[src/hw/rtl/line_sensor_calibrate_normalize_unit_defines.svh]
// Assertion macros for the line sensor calibrate/normalize block.
// Included by the top level; no other dependencies.
`ifndef LINE_SENSOR_CALIBRATE_NORMALIZE_UNIT_DEFINES_SVH
`define LINE_SENSOR_CALIBRATE_NORMALIZE_UNIT_DEFINES_SVH

`ifndef ASSERT_OFF
// Check a property at every rising clock edge outside reset.
`define LSCN_ASSERT(lbl, clk, rstn, prop, msg) \
  lbl: assert property (@(posedge clk) disable iff (!rstn) (prop)) else $error(msg);
// Check that a condition leads to a consequence in the next cycle.
`define LSCN_ASSERT_NEXT(lbl, clk, rstn, ante, cons, msg) \
  lbl: assert property (@(posedge clk) disable iff (!rstn) (ante) |=> (cons)) else $error(msg);
`else
`define LSCN_ASSERT(lbl, clk, rstn, prop, msg)
`define LSCN_ASSERT_NEXT(lbl, clk, rstn, ante, cons, msg)
`endif

`endif

[src/hw/rtl/lscn_pkg.sv]
// Shared types and constants of the line sensor calibrate/normalize block.
// No dependencies; imported by every module of the block.
package lscn_pkg;

  localparam int CHAN_W     = 3;
  localparam int SAMPLE_W   = 10;
  localparam int LEVEL_W    = 7;
  localparam int FULL_SCALE = 100;
  localparam int MIN_RESET  = 500;
  localparam logic [LEVEL_W-1:0] THRESH_RESET = 7'd60;

  typedef enum logic {
    KIND_CAL  = 1'b0,
    KIND_NORM = 1'b1
  } kind_e;

  typedef enum logic [1:0] {
    STEER_FWD   = 2'd0,
    STEER_LEFT  = 2'd1,
    STEER_RIGHT = 2'd2
  } steer_e;

  typedef struct packed {
    kind_e               kind;
    logic [CHAN_W-1:0]   channel;
    logic [SAMPLE_W-1:0] sample;
  } lscn_in_t;

  typedef struct packed {
    logic [CHAN_W-1:0]   out_channel;
    logic [LEVEL_W-1:0]  level;
    logic                uncalibrated;
    logic [SAMPLE_W-1:0] low_mark;
    logic [SAMPLE_W-1:0] high_mark;
    steer_e              steer;
  } lscn_out_t;

  // Status of the shared subtractor: a >= b and a > b.
  typedef struct packed {
    logic ge;
    logic gt;
  } lscn_flags_t;

endpackage

[src/hw/rtl/lscn_sub.sv]
// Shared subtract/compare unit of the calibrate/normalize sequencer.
// Depends on lscn_pkg for the flag struct.
module lscn_sub import lscn_pkg::*; #(
  parameter int W = 17
) (
  input  logic [W-1:0] a_i,
  input  logic [W-1:0] b_i,
  output logic [W-1:0] diff_o,
  output lscn_flags_t  flags_o
);

  logic [W:0] sum;

  // Carry out of a + ~b + 1 is set when no borrow occurs.
  assign sum          = {1'b0, a_i} + {1'b0, ~b_i} + (W+1)'(1);
  assign diff_o       = sum[W-1:0];
  assign flags_o.ge   = sum[W];
  assign flags_o.gt   = sum[W] && (sum[W-1:0] != '0);

endmodule

[src/hw/rtl/line_sensor_calibrate_normalize_unit.sv]
// Top level of the line sensor calibrate/normalize block.
// Depends on lscn_pkg, lscn_sub and the assertion macro header.
`include "line_sensor_calibrate_normalize_unit_defines.svh"

// One sample per transaction. A calibrate transaction widens the channel's
// stored min/max. A normalize transaction keeps as the channel's level
// (sample-min)*100/(max-min), truncated and clamped to 0..100; the level is
// settled without division for an uncalibrated channel, a sample at or below
// min, or one at or above max. One shared subtractor does the three compares
// and then the 7 restoring division steps, one per cycle. The input stalls
// while a transaction is in work; a finished result waits in an output
// register, so a new sample is taken while the previous result is still
// stalled. Every result also carries a steering verdict from all kept levels
// against the configured threshold. No clearing pass is needed after reset.
module line_sensor_calibrate_normalize_unit import lscn_pkg::*; #(
  parameter int CHANNELS    = 8,
  parameter int SAMPLE_BITS = 10
) (
  input  logic               clk_i,
  input  logic               rst_ni,
  input  logic               in_valid_i,
  output logic               in_stall_o,
  input  lscn_in_t           in_data_i,
  output logic               out_valid_o,
  input  logic               out_stall_i,
  output lscn_out_t          out_data_o,
  input  logic               cfg_we_i,
  input  logic [LEVEL_W-1:0] cfg_wdata_i
);

  localparam int SW      = (SAMPLE_BITS < SAMPLE_W) ? SAMPLE_BITS : SAMPLE_W;
  localparam int NW      = SW + LEVEL_W;
  localparam int CW      = $clog2(CHANNELS);
  localparam int XW      = ((CW > CHAN_W) ? CW : CHAN_W) + 1;
  localparam int HALF    = CHANNELS / 2;
  localparam int SMAX    = (2 ** SW) - 1;
  localparam int MIN_RST = (MIN_RESET > SMAX) ? SMAX : MIN_RESET;
  localparam int CNT_W   = $clog2(LEVEL_W);

  typedef enum logic [7:0] {
    ST_IDLE  = 8'b0000_0001,
    ST_OFFS  = 8'b0000_0010,
    ST_TOP   = 8'b0000_0100,
    ST_SPAN  = 8'b0000_1000,
    ST_SCALE = 8'b0001_0000,
    ST_DIV   = 8'b0010_0000,
    ST_WRITE = 8'b0100_0000,
    ST_FIN   = 8'b1000_0000
  } state_e;

  state_e             state_q, state_d;
  kind_e              kind_q, kind_d;
  logic [CHAN_W-1:0]  chan_q, chan_d;
  logic [SW-1:0]      samp_q, samp_d;
  logic [SW-1:0]      off_q, off_d;
  logic [SW-1:0]      span_q, span_d;
  logic               s_gt_mn_q, s_gt_mn_d;
  logic               s_ge_mx_q, s_ge_mx_d;
  logic               mx_gt_mn_q, mx_gt_mn_d;
  logic [NW-1:0]      rem_q, rem_d;
  logic [NW-1:0]      den_q, den_d;
  logic [LEVEL_W-1:0] quo_q, quo_d;
  logic [CNT_W-1:0]   cnt_q, cnt_d;
  logic [LEVEL_W-1:0] level_q, level_d;
  logic [LEVEL_W-1:0] thr_q, thr_d;

  logic [SW-1:0]      min_q [CHANNELS];
  logic [SW-1:0]      min_d [CHANNELS];
  logic [SW-1:0]      max_q [CHANNELS];
  logic [SW-1:0]      max_d [CHANNELS];
  logic [LEVEL_W-1:0] lvl_q [CHANNELS];
  logic [LEVEL_W-1:0] lvl_d [CHANNELS];

  logic               out_valid_q, out_valid_d;
  lscn_out_t          out_q, out_d;

  logic [XW-1:0]      ch_wide;
  logic [CW-1:0]      idx;
  logic               ch_ok;
  logic [SW-1:0]      mn, mx;
  logic [NW-1:0]      alu_a, alu_b, alu_diff;
  lscn_flags_t        alu_flags;
  logic [NW-1:0]      scaled;
  logic               left_hit, right_hit;
  steer_e             verdict;

  assign ch_wide = XW'(chan_q);
  assign idx     = ch_wide[CW-1:0];
  assign ch_ok   = ch_wide < XW'(CHANNELS);
  assign mn      = min_q[idx];
  assign mx      = max_q[idx];
  assign scaled  = NW'(off_q) * NW'(FULL_SCALE);

  always_comb begin
    unique case (state_q)
      ST_OFFS: begin
        alu_a = NW'(samp_q);
        alu_b = NW'(mn);
      end
      ST_TOP: begin
        alu_a = NW'(samp_q);
        alu_b = NW'(mx);
      end
      ST_SPAN: begin
        alu_a = NW'(mx);
        alu_b = NW'(mn);
      end
      ST_DIV: begin
        alu_a = rem_q;
        alu_b = den_q;
      end
      default: begin
        alu_a = '0;
        alu_b = '0;
      end
    endcase
  end

  lscn_sub #(
    .W (NW)
  ) u_sub (
    .a_i     (alu_a),
    .b_i     (alu_b),
    .diff_o  (alu_diff),
    .flags_o (alu_flags)
  );

  always_comb begin
    left_hit  = 1'b0;
    right_hit = 1'b0;
    for (int c = 0; c < CHANNELS; c++) begin
      if (c < HALF) begin
        left_hit = left_hit | (lvl_q[c] < thr_q);
      end else begin
        right_hit = right_hit | (lvl_q[c] < thr_q);
      end
    end
    priority if (left_hit) begin
      verdict = STEER_LEFT;
    end else if (right_hit) begin
      verdict = STEER_RIGHT;
    end else begin
      verdict = STEER_FWD;
    end
  end

  always_comb begin
    state_d     = state_q;
    kind_d      = kind_q;
    chan_d      = chan_q;
    samp_d      = samp_q;
    off_d       = off_q;
    span_d      = span_q;
    s_gt_mn_d   = s_gt_mn_q;
    s_ge_mx_d   = s_ge_mx_q;
    mx_gt_mn_d  = mx_gt_mn_q;
    rem_d       = rem_q;
    den_d       = den_q;
    quo_d       = quo_q;
    cnt_d       = cnt_q;
    level_d     = level_q;
    thr_d       = cfg_we_i ? cfg_wdata_i : thr_q;
    min_d       = min_q;
    max_d       = max_q;
    lvl_d       = lvl_q;
    out_d       = out_q;
    out_valid_d = out_valid_q && out_stall_i;

    unique case (state_q)
      ST_IDLE: begin
        if (in_valid_i) begin
          kind_d  = in_data_i.kind;
          chan_d  = in_data_i.channel;
          samp_d  = in_data_i.sample[SW-1:0];
          level_d = '0;
          state_d = ST_OFFS;
        end
      end
      ST_OFFS: begin
        off_d     = alu_diff[SW-1:0];
        s_gt_mn_d = alu_flags.gt;
        state_d   = ST_TOP;
      end
      ST_TOP: begin
        s_ge_mx_d = alu_flags.ge;
        priority if (!ch_ok) begin
          state_d = ST_FIN;
        end else if (kind_q == KIND_CAL) begin
          if (alu_flags.ge) begin
            max_d[idx] = samp_q;
          end
          if (!s_gt_mn_q) begin
            min_d[idx] = samp_q;
          end
          state_d = ST_FIN;
        end else begin
          state_d = ST_SPAN;
        end
      end
      ST_SPAN: begin
        span_d     = alu_diff[SW-1:0];
        mx_gt_mn_d = alu_flags.gt;
        state_d    = ST_SCALE;
      end
      ST_SCALE: begin
        rem_d = scaled;
        den_d = NW'(span_q) << (LEVEL_W - 1);
        quo_d = '0;
        cnt_d = CNT_W'(LEVEL_W - 1);
        // Settle the level without division where the span or the offset
        // leaves nothing to divide, or the sample sits at or above max.
        priority if (!mx_gt_mn_q || !s_gt_mn_q) begin
          level_d = '0;
          state_d = ST_WRITE;
        end else if (s_ge_mx_q) begin
          level_d = LEVEL_W'(FULL_SCALE);
          state_d = ST_WRITE;
        end else begin
          state_d = ST_DIV;
        end
      end
      ST_DIV: begin
        if (alu_flags.ge) begin
          rem_d = alu_diff;
        end
        quo_d = {quo_q[LEVEL_W-2:0], alu_flags.ge};
        den_d = den_q >> 1;
        cnt_d = cnt_q - CNT_W'(1);
        if (cnt_q == '0) begin
          level_d = {quo_q[LEVEL_W-2:0], alu_flags.ge};
          state_d = ST_WRITE;
        end
      end
      ST_WRITE: begin
        lvl_d[idx] = level_q;
        state_d    = ST_FIN;
      end
      ST_FIN: begin
        // Hold here until the output register is free.
        if (!out_valid_q || !out_stall_i) begin
          out_valid_d          = 1'b1;
          out_d.out_channel    = chan_q;
          out_d.level          = level_q;
          out_d.uncalibrated   = ch_ok ? (mx <= mn) : 1'b1;
          out_d.low_mark       = ch_ok ? SAMPLE_W'(mn) : '0;
          out_d.high_mark      = ch_ok ? SAMPLE_W'(mx) : '0;
          out_d.steer          = verdict;
          state_d              = ST_IDLE;
        end
      end
      default: begin
        state_d = ST_IDLE;
      end
    endcase
  end

  always_ff @(posedge clk_i or negedge rst_ni) begin
    if (!rst_ni) begin
      state_q     <= ST_IDLE;
      out_valid_q <= 1'b0;
      thr_q       <= THRESH_RESET;
      for (int c = 0; c < CHANNELS; c++) begin
        min_q[c] <= SW'(MIN_RST);
        max_q[c] <= '0;
        lvl_q[c] <= '0;
      end
    end else begin
      state_q     <= state_d;
      out_valid_q <= out_valid_d;
      thr_q       <= thr_d;
      min_q       <= min_d;
      max_q       <= max_d;
      lvl_q       <= lvl_d;
    end
  end

  always_ff @(posedge clk_i) begin
    kind_q     <= kind_d;
    chan_q     <= chan_d;
    samp_q     <= samp_d;
    off_q      <= off_d;
    span_q     <= span_d;
    s_gt_mn_q  <= s_gt_mn_d;
    s_ge_mx_q  <= s_ge_mx_d;
    mx_gt_mn_q <= mx_gt_mn_d;
    rem_q      <= rem_d;
    den_q      <= den_d;
    quo_q      <= quo_d;
    cnt_q      <= cnt_d;
    level_q    <= level_d;
    out_q      <= out_d;
  end

  assign in_stall_o  = (state_q != ST_IDLE);
  assign out_valid_o = out_valid_q;
  assign out_data_o  = out_q;

  `LSCN_ASSERT(a_level_range, clk_i, rst_ni, !out_valid_o || (out_data_o.level <= LEVEL_W'(FULL_SCALE)), "level above full scale")
  `LSCN_ASSERT(a_uncal_zero, clk_i, rst_ni, !(out_valid_o && out_data_o.uncalibrated) || (out_data_o.level == '0), "uncalibrated result with nonzero level")
  `LSCN_ASSERT_NEXT(a_div_end, clk_i, rst_ni, (state_q == ST_DIV) && (cnt_q == '0), state_q == ST_WRITE, "division did not finish after its last step")
  `LSCN_ASSERT_NEXT(a_busy, clk_i, rst_ni, in_valid_i && !in_stall_o, in_stall_o, "input not stalled after a transaction")

endmodule

[config.mk]
export PLATFORM = sky130hd
export DESIGN_NAME = line_sensor_calibrate_normalize_unit
export DESIGN_NICKNAME = d
export VERILOG_FILES = /design/src/hw/rtl/lscn_pkg.sv /design/src/hw/rtl/lscn_sub.sv /design/src/hw/rtl/line_sensor_calibrate_normalize_unit.sv
export VERILOG_INCLUDE_DIRS = /design/src /design/src/hw/rtl
export SDC_FILE = /design/constraint.sdc
export NUM_CORES = 1
export LEC_CHECK = 0
export ABC_CLOCK_PERIOD_IN_PS = 6000
export BUFFER_PORTS_ARGS = -buffer_cell sky130_fd_sc_hd__buf_4
export CORE_MARGIN = 1.5
export CORE_UTILIZATION = 54
export DETAILED_ROUTE_END_ITERATION = 12
export GPL_TIMING_DRIVEN = 1
export HOLD_SLACK_MARGIN = 0.06
export PLACE_DENSITY = 0.76
export SETUP_SLACK_MARGIN = 0.1
export SYNTH_ARGS = -nofsm -noshare
export SYNTH_HDL_FRONTEND = slang
export SYNTH_SLANG_ARGS = --single-unit
export TNS_END_PERCENT = 30
[constraint.sdc]
create_clock -name clk_i -period 6 [get_ports clk_i]
set_input_delay 0.3 -clock clk_i [delete_from_list [all_inputs] [get_ports clk_i]]
set_output_delay 0.3 -clock clk_i [all_outputs]
set_load 0.05 [all_outputs]
---- Word-level counts from Yosys, hierarchy flattened ----
Index checks and enable logic that the tools add are counted.
storage, ports and cells
  flip-flop bits (word level) ............. 352
  bits of input ports ..................... 26
  output and inout bits ................... 35
  word-level logic and storage cells ...... 144
operators by class
  $add $sub $neg .......................... 3
  $mul .................................... 1
  order comparisons ....................... 12
  equality and inequality tests ........... 14
  muxes and demuxes ....................... 36
  bitwise operators ....................... 10
  reductions and logical operators ........ 22
operator list
  cell                   number
  $bwmux 80              2
  $pmux 17 s3            2
  $pmux 17 s2            2
  $pmux 8 s8             1
  $bmux 10 s3            2
  $bwmux 56              1
  $lt 7x7->1             8
  $mux 10                5
  $mux 7                 7
  $mux 8                 5
  $demux 10 s3           1
  $demux 7 s3            1
  $pmux 7 s3             1
  $add 17x17->18         1
  $add 18x1->18 const B  1
  $mux 17                1
  $not 17->17            1
  $reduce_bool 17->1     1
  $mul 10x5->15 const B  1
  $pmux 6 s2             1
  $reduce_and 4->1       3
  $le 10x10->1           1
  $eq 8x1->1 const B     1
  $eq 8x2->1 const B     1
  29 further kinds       47

---- Depth between registers and ports, before layout ----
  depth in word-level cells ............... 10
  gate-level depth with buffers ........... 20
  gate-level depth less buffers ........... 20

---- By module ----
Synthesis repeated with hierarchy kept, for this count alone.
unflattened totals
  cells, all modules ...................... 1364
  area total of the unflattened synthesis .. 17545.6 um2
by module, submodules not included
  module                                times used  cells an instance  area each (um2)  sequential area each (um2)
  line_sensor_calibrate_normalize_unit  1           1240               16682.2          9445.3
  lscn_sub                              1           124                863.3            0.0

---- Least setup slack after synthesis ----
No wires, ideal clock.
  path type ............................... reg2reg
  from .................................... reg state_q[0]
  to ...................................... reg rem_q[0] (enable)
  setup time .............................. 415 ps
  arrival ................................. 4529 ps
  data required time ...................... 5585 ps
  path slack .............................. 1057 ps
  stages on the path, launching flop included .. 17
  buffers on the path ..................... 1
  period minus slack after synthesis ...... 4943 ps
  cell sequence ........................... dfstp_2 -> nor2_2 -> nand2_1 -> nor3_1 -> nand3b_1 -> clkinv_1 -> nor2_1 -> clkbuf_1 -> nor2_1 -> a211oi_1 -> ha_1 -> nor2_1 -> a211oi_2 -> o211ai_1 -> a21oi_1 -> a221oi_4 -> o21ai_0
on the way
  cells in the longest elaborated chain, start to end .. 8
  elaborated cells between the ends (all ways) .. 15
  those cells by class .................... add/sub (2); eq/ne (6); mux (2); bitwise (1); reduce/logical (4)
ends and longest elaborated chain
  element                                   RTL line                                     source
  from (decl)                               line_sensor_calibrate_normalize_unit.sv:51   state_e state_q, state_d;
  from (signal assigned)                    line_sensor_calibrate_normalize_unit.sv:268  state_q <= state_d;
  $eq 8x4->1 or $eq 8x2->1 (tied branches)  line_sensor_calibrate_normalize_unit.sv:95   unique case (state_q)
  $reduce_or 2->1 (no line)                 n/a
  $pmux 17 s3                               line_sensor_calibrate_normalize_unit.sv:95
  $not 17->17                               lscn_sub.sv:15                               assign sum = {1'b0, a_i} + {1'b0, ~b_i} + (W+1)'(1);
  $add 17x17->18                            lscn_sub.sv:15
  $add 18x1->18                             lscn_sub.sv:15
  $ne 2x1->1 (no line)                      n/a
  $reduce_and 2->1 (no line) (*)            n/a
  to (signal assigned)                      line_sensor_calibrate_normalize_unit.sv:286  rem_q <= rem_d;
  to (decl)                                 line_sensor_calibrate_normalize_unit.sv:60   logic [NW-1:0] rem_q, rem_d;
Mark *: on every way between the ends. The rest lies on a longest branch, timed or not.
A chain may end at the register's enable or synchronous reset.

==> results.cfg <==
[cts]
cts_hold_buffers = 29
clk_pin_slew_ns = 0.06
cts_max_path_buffers = 3
cts_tree = done
cts_inserted_buffers = 37
cts-resized-gates = 0
h-tree-depth = 2
clkLatencyLatePin_ns = 0.53
cts.sinks = 351
root_buffer = clkbuf_16
cts_setup_buffers = 0

[finish]
stdcell_count = 1860
final_util_pct = 62.62
drive_gt1_share_pct = 29.72
syn_to_final_growth_pct = 13.73
final_nets = 1571

[place]
place_inst = 1762
portBuffers = 60
dpl.hpwl_mm = 27.23
gp_congestion = 0.8913

[floorplanning]
rows = 65
dieArea_um2 = 33340
dieWidth_um = 182.6
io_pins = 61
die_h_um = 182.6
initial_utilization_pct = 55.06
core_um2 = 31640

[grt]
grt_max_degree = 119
grt_pass1_vias = 11530
track_usage_pct = 24.79
antenna_found_initial = 0
grt.overflow.total = 0
grt_first_pass_wirelength_mm = 63.73

[routing]
antenna_left = 0
drc_errors = 0
via_per_inst = 6.099
wire_per_inst_um = 21.94
drtIter0Drc = 783
vias = 11340
wl_mm = 40.82
first_pass_iters = 5

[synthesis]
syn_avg_cell_area_um2 = 13.14
synth_flop_cell = dfrtp_1
yosysUniqueCellTypes = 60
synthArstFlopShare_pct = 66.10
synth_area_leader_cell = dfrtp_1
synth_area_um2 = 17420
yosys-top-cells-area = dfrtp_1 (26%), edfxtp_1 (21%), mux2_2 (8.9%)
synth_edf_count = 119
synth_top_area_share_pct = 25.72
ys_ff_latch = 351
seq_area_frac_synth_pct = 54.23
syn_nets = 1469
synth_cells = 1326
synthesis.yosys.warnings = 0

[power_and_ir_drop]
leakage_nw = 9.160
ir_drop_v = 0.0002728
power_density_nw_per_um2 = 387.9

[min_path]
hp-class = input pin to register

[timing]
max-slew-margin-rel_pct = 29.96
min_period_over_period_pct = 89.51
max_clock_freq_ghz = 0.1862
skew_ns = 0.02913
hold_viol_final = 0
worst_slew_pin_slew_ns = 1.051
fin_tns_setup_ns = 0
maxSlewViolCount = 0
period_needed_ns = 5.370
rsz0062_at_grt = no
setup_violations = 0

[setup_path]
crit_path_end_kind = register
worstPathArrival_ns = 5.63
cp_max_fo = 16
start_kind = register
required_ns = 6.26
crit_type = register to register

[job]
cap_violations = 0

[status]
status = finished clean
-- state kept, by name, summed over array words and instances (netlist names), 3 cells and up --
| register | flops |
|---|---|
| den_q | 16 |
| max_q | 80 |
| quo_q | 6 |
| state_q | 8 |
| thr_q | 7 |
| min_q | 80 |
| rem_q | 17 |
| chan_q | 3 |
| level_q | 7 |
| cnt_q | 3 |
| off_q | 10 |
| span_q | 10 |
| out_data_o | 33 |
| lvl_q | 56 |
| samp_q | 10 |
-- Yosys cell counts (3+ instances only) --
cell type    n
dfrtp_1    179
mux2_2     137
edfxtp_1   119
ha_1       111
nand2_1    108
mux2_4      80
a22oi_1     68
dfstp_2     53
inv_1       53
nor2_1      46
a21oi_1     45
clkbuf_1    42
o21ai_0     34
and2_1      24
o22ai_1     23
a21o_1      20
nand2b_1    15
xnor2_1     12
xor2_1      12
nand4_1     10
nor2_2      10
nor3_1      10
o21a_1       9
nor2_8       8
nor2b_1      8
and4_1       7
a31oi_1      6
fa_1         6
or2_2        6
or4_1        6
nand3b_1     5
a211oi_1     4
and3_1       4
and4b_1      4
nand3_1      4
o41ai_1      4
or3_1        3
-- final cells by class --
class | count | area, um2
clock inverter | 15 | 132.6
antenna | 1 | 2.502
multi-input combinational | 875 | 7602
fill | 2334 | 11830
clock buffer | 53 | 1027
inverter | 55 | 206.4
timing repair buffer | 108 | 890.9
tap | 402 | 503.0
sequential | 351 | 9445
-- final timing paths --
| path | endpoint | slack (ns) | cells past startpoint | from |
|---|---|---|---|---|
| worst min register to register | lvl_q[21]$_DFFE_PN0P_ | 0.50 | 1 | lvl_q[21]$_DFFE_PN0P_ |
| max in group asynchronous | lvl_q[54]$_DFFE_PN0P_ | 4.05 | 3 | rst_ni |
| min in group asynchronous | max_q[19]$_DFFE_PN0P_ | 0.41 | 2 | rst_ni |
| worst max-delay path | mx_gt_mn_q$_DFFE_PP_ | 0.63 | 17 | chan_q[1]$_DFFE_PP_ |
| worst max register to register | mx_gt_mn_q$_DFFE_PP_ | 0.63 | 17 | chan_q[1]$_DFFE_PP_ |
| worst min-delay path | thr_q[6]$_DFFE_PN0P_ | 0.09 | 2 | cfg_we_i |
-- placed cells by master, fill, tap and decap left out, drive strengths merged, types with 5 or more instances in the layout --
cell type and instances:
nor2 64, edfxtp 119, fa 6, nand2b 15, or2 6, nand4 10, ha 111, a21oi 45
or3 5, and4 7, xnor2 12, dfrtp 179, buf 79, o21ai 35, o21a 9, nand3b 5
xor2 12, a211oi 5, a22oi 68, mux2 217, a21o 20, clkbuf 53, o22ai 23, nor3 10
nor2b 8, clkinv 12, dlygate4sd3 29, nand2 108, a31oi 6, or4 6, inv 54, dfstp 53
and2 24
-- routing by layer --
metal	vias to the layer above	GRT usage [%]	routed length, um
met2	389	41.24	19600
li1	5080	-	-
met4	0	7.901	925
met5	-	0	0
met3	73	4.271	2621
met1	5802	33.19	17670
-- power by group --
part / leakage [nW] / switching, mW / internal [mW]
clock: 0.557 / 0.939 / 1.25
sequential: 4.09 / 0.309 / 2.91
combinational: 4.51 / 1.32 / 0.958
-- cells by family (layout without fill, tap and decap cells) --
kind of cell,after synthesis,after routing,share of synthesized area (%)
compound gates,230,230,8.843
xor+xnor,24,24,1.207
fa+ha+maj,117,117,8.663
buf+inv,100,231,2.220
flops,351,351,54.23
mux,218,218,15.81
other cells,0,1,0
simple gates,286,286,9.030
-- worst max-delay path: stages, from the launching register on --
cell	delay [ns]
edfxtp_1	0.54
nor2_1	0.19
and2_1	0.73
a22oi_1	0.27
nand4_1	0.25
inv_1	0.11
o21ai_0	0.21
ha_1	0.21
inv_1	0.05
fa_1	0.39
a21o_1	0.24
a21oi_1	0.23
xnor2_1	0.16
or4_1	0.48
or4_1	0.40
nor4b_1	0.25
and4b_1	0.26
a31oi_1	0.10
-- metrics by stage --
stage               setup WS [ns]  instance area [um2]  total power, mW  hold WS, ns
floorplan                   1.057                17420            4.764     0.004409
global placement           0.8955                18360            5.404       0.4189
detailed placement         0.8215                18360            5.466       0.4245
CTS                        0.7289                19810            7.705      0.06884
global route               0.4175                19810            8.065      0.08131
finish                     0.6295                19810            7.684      0.08716
No activity file was read; power rests on OpenSTA's default activity.
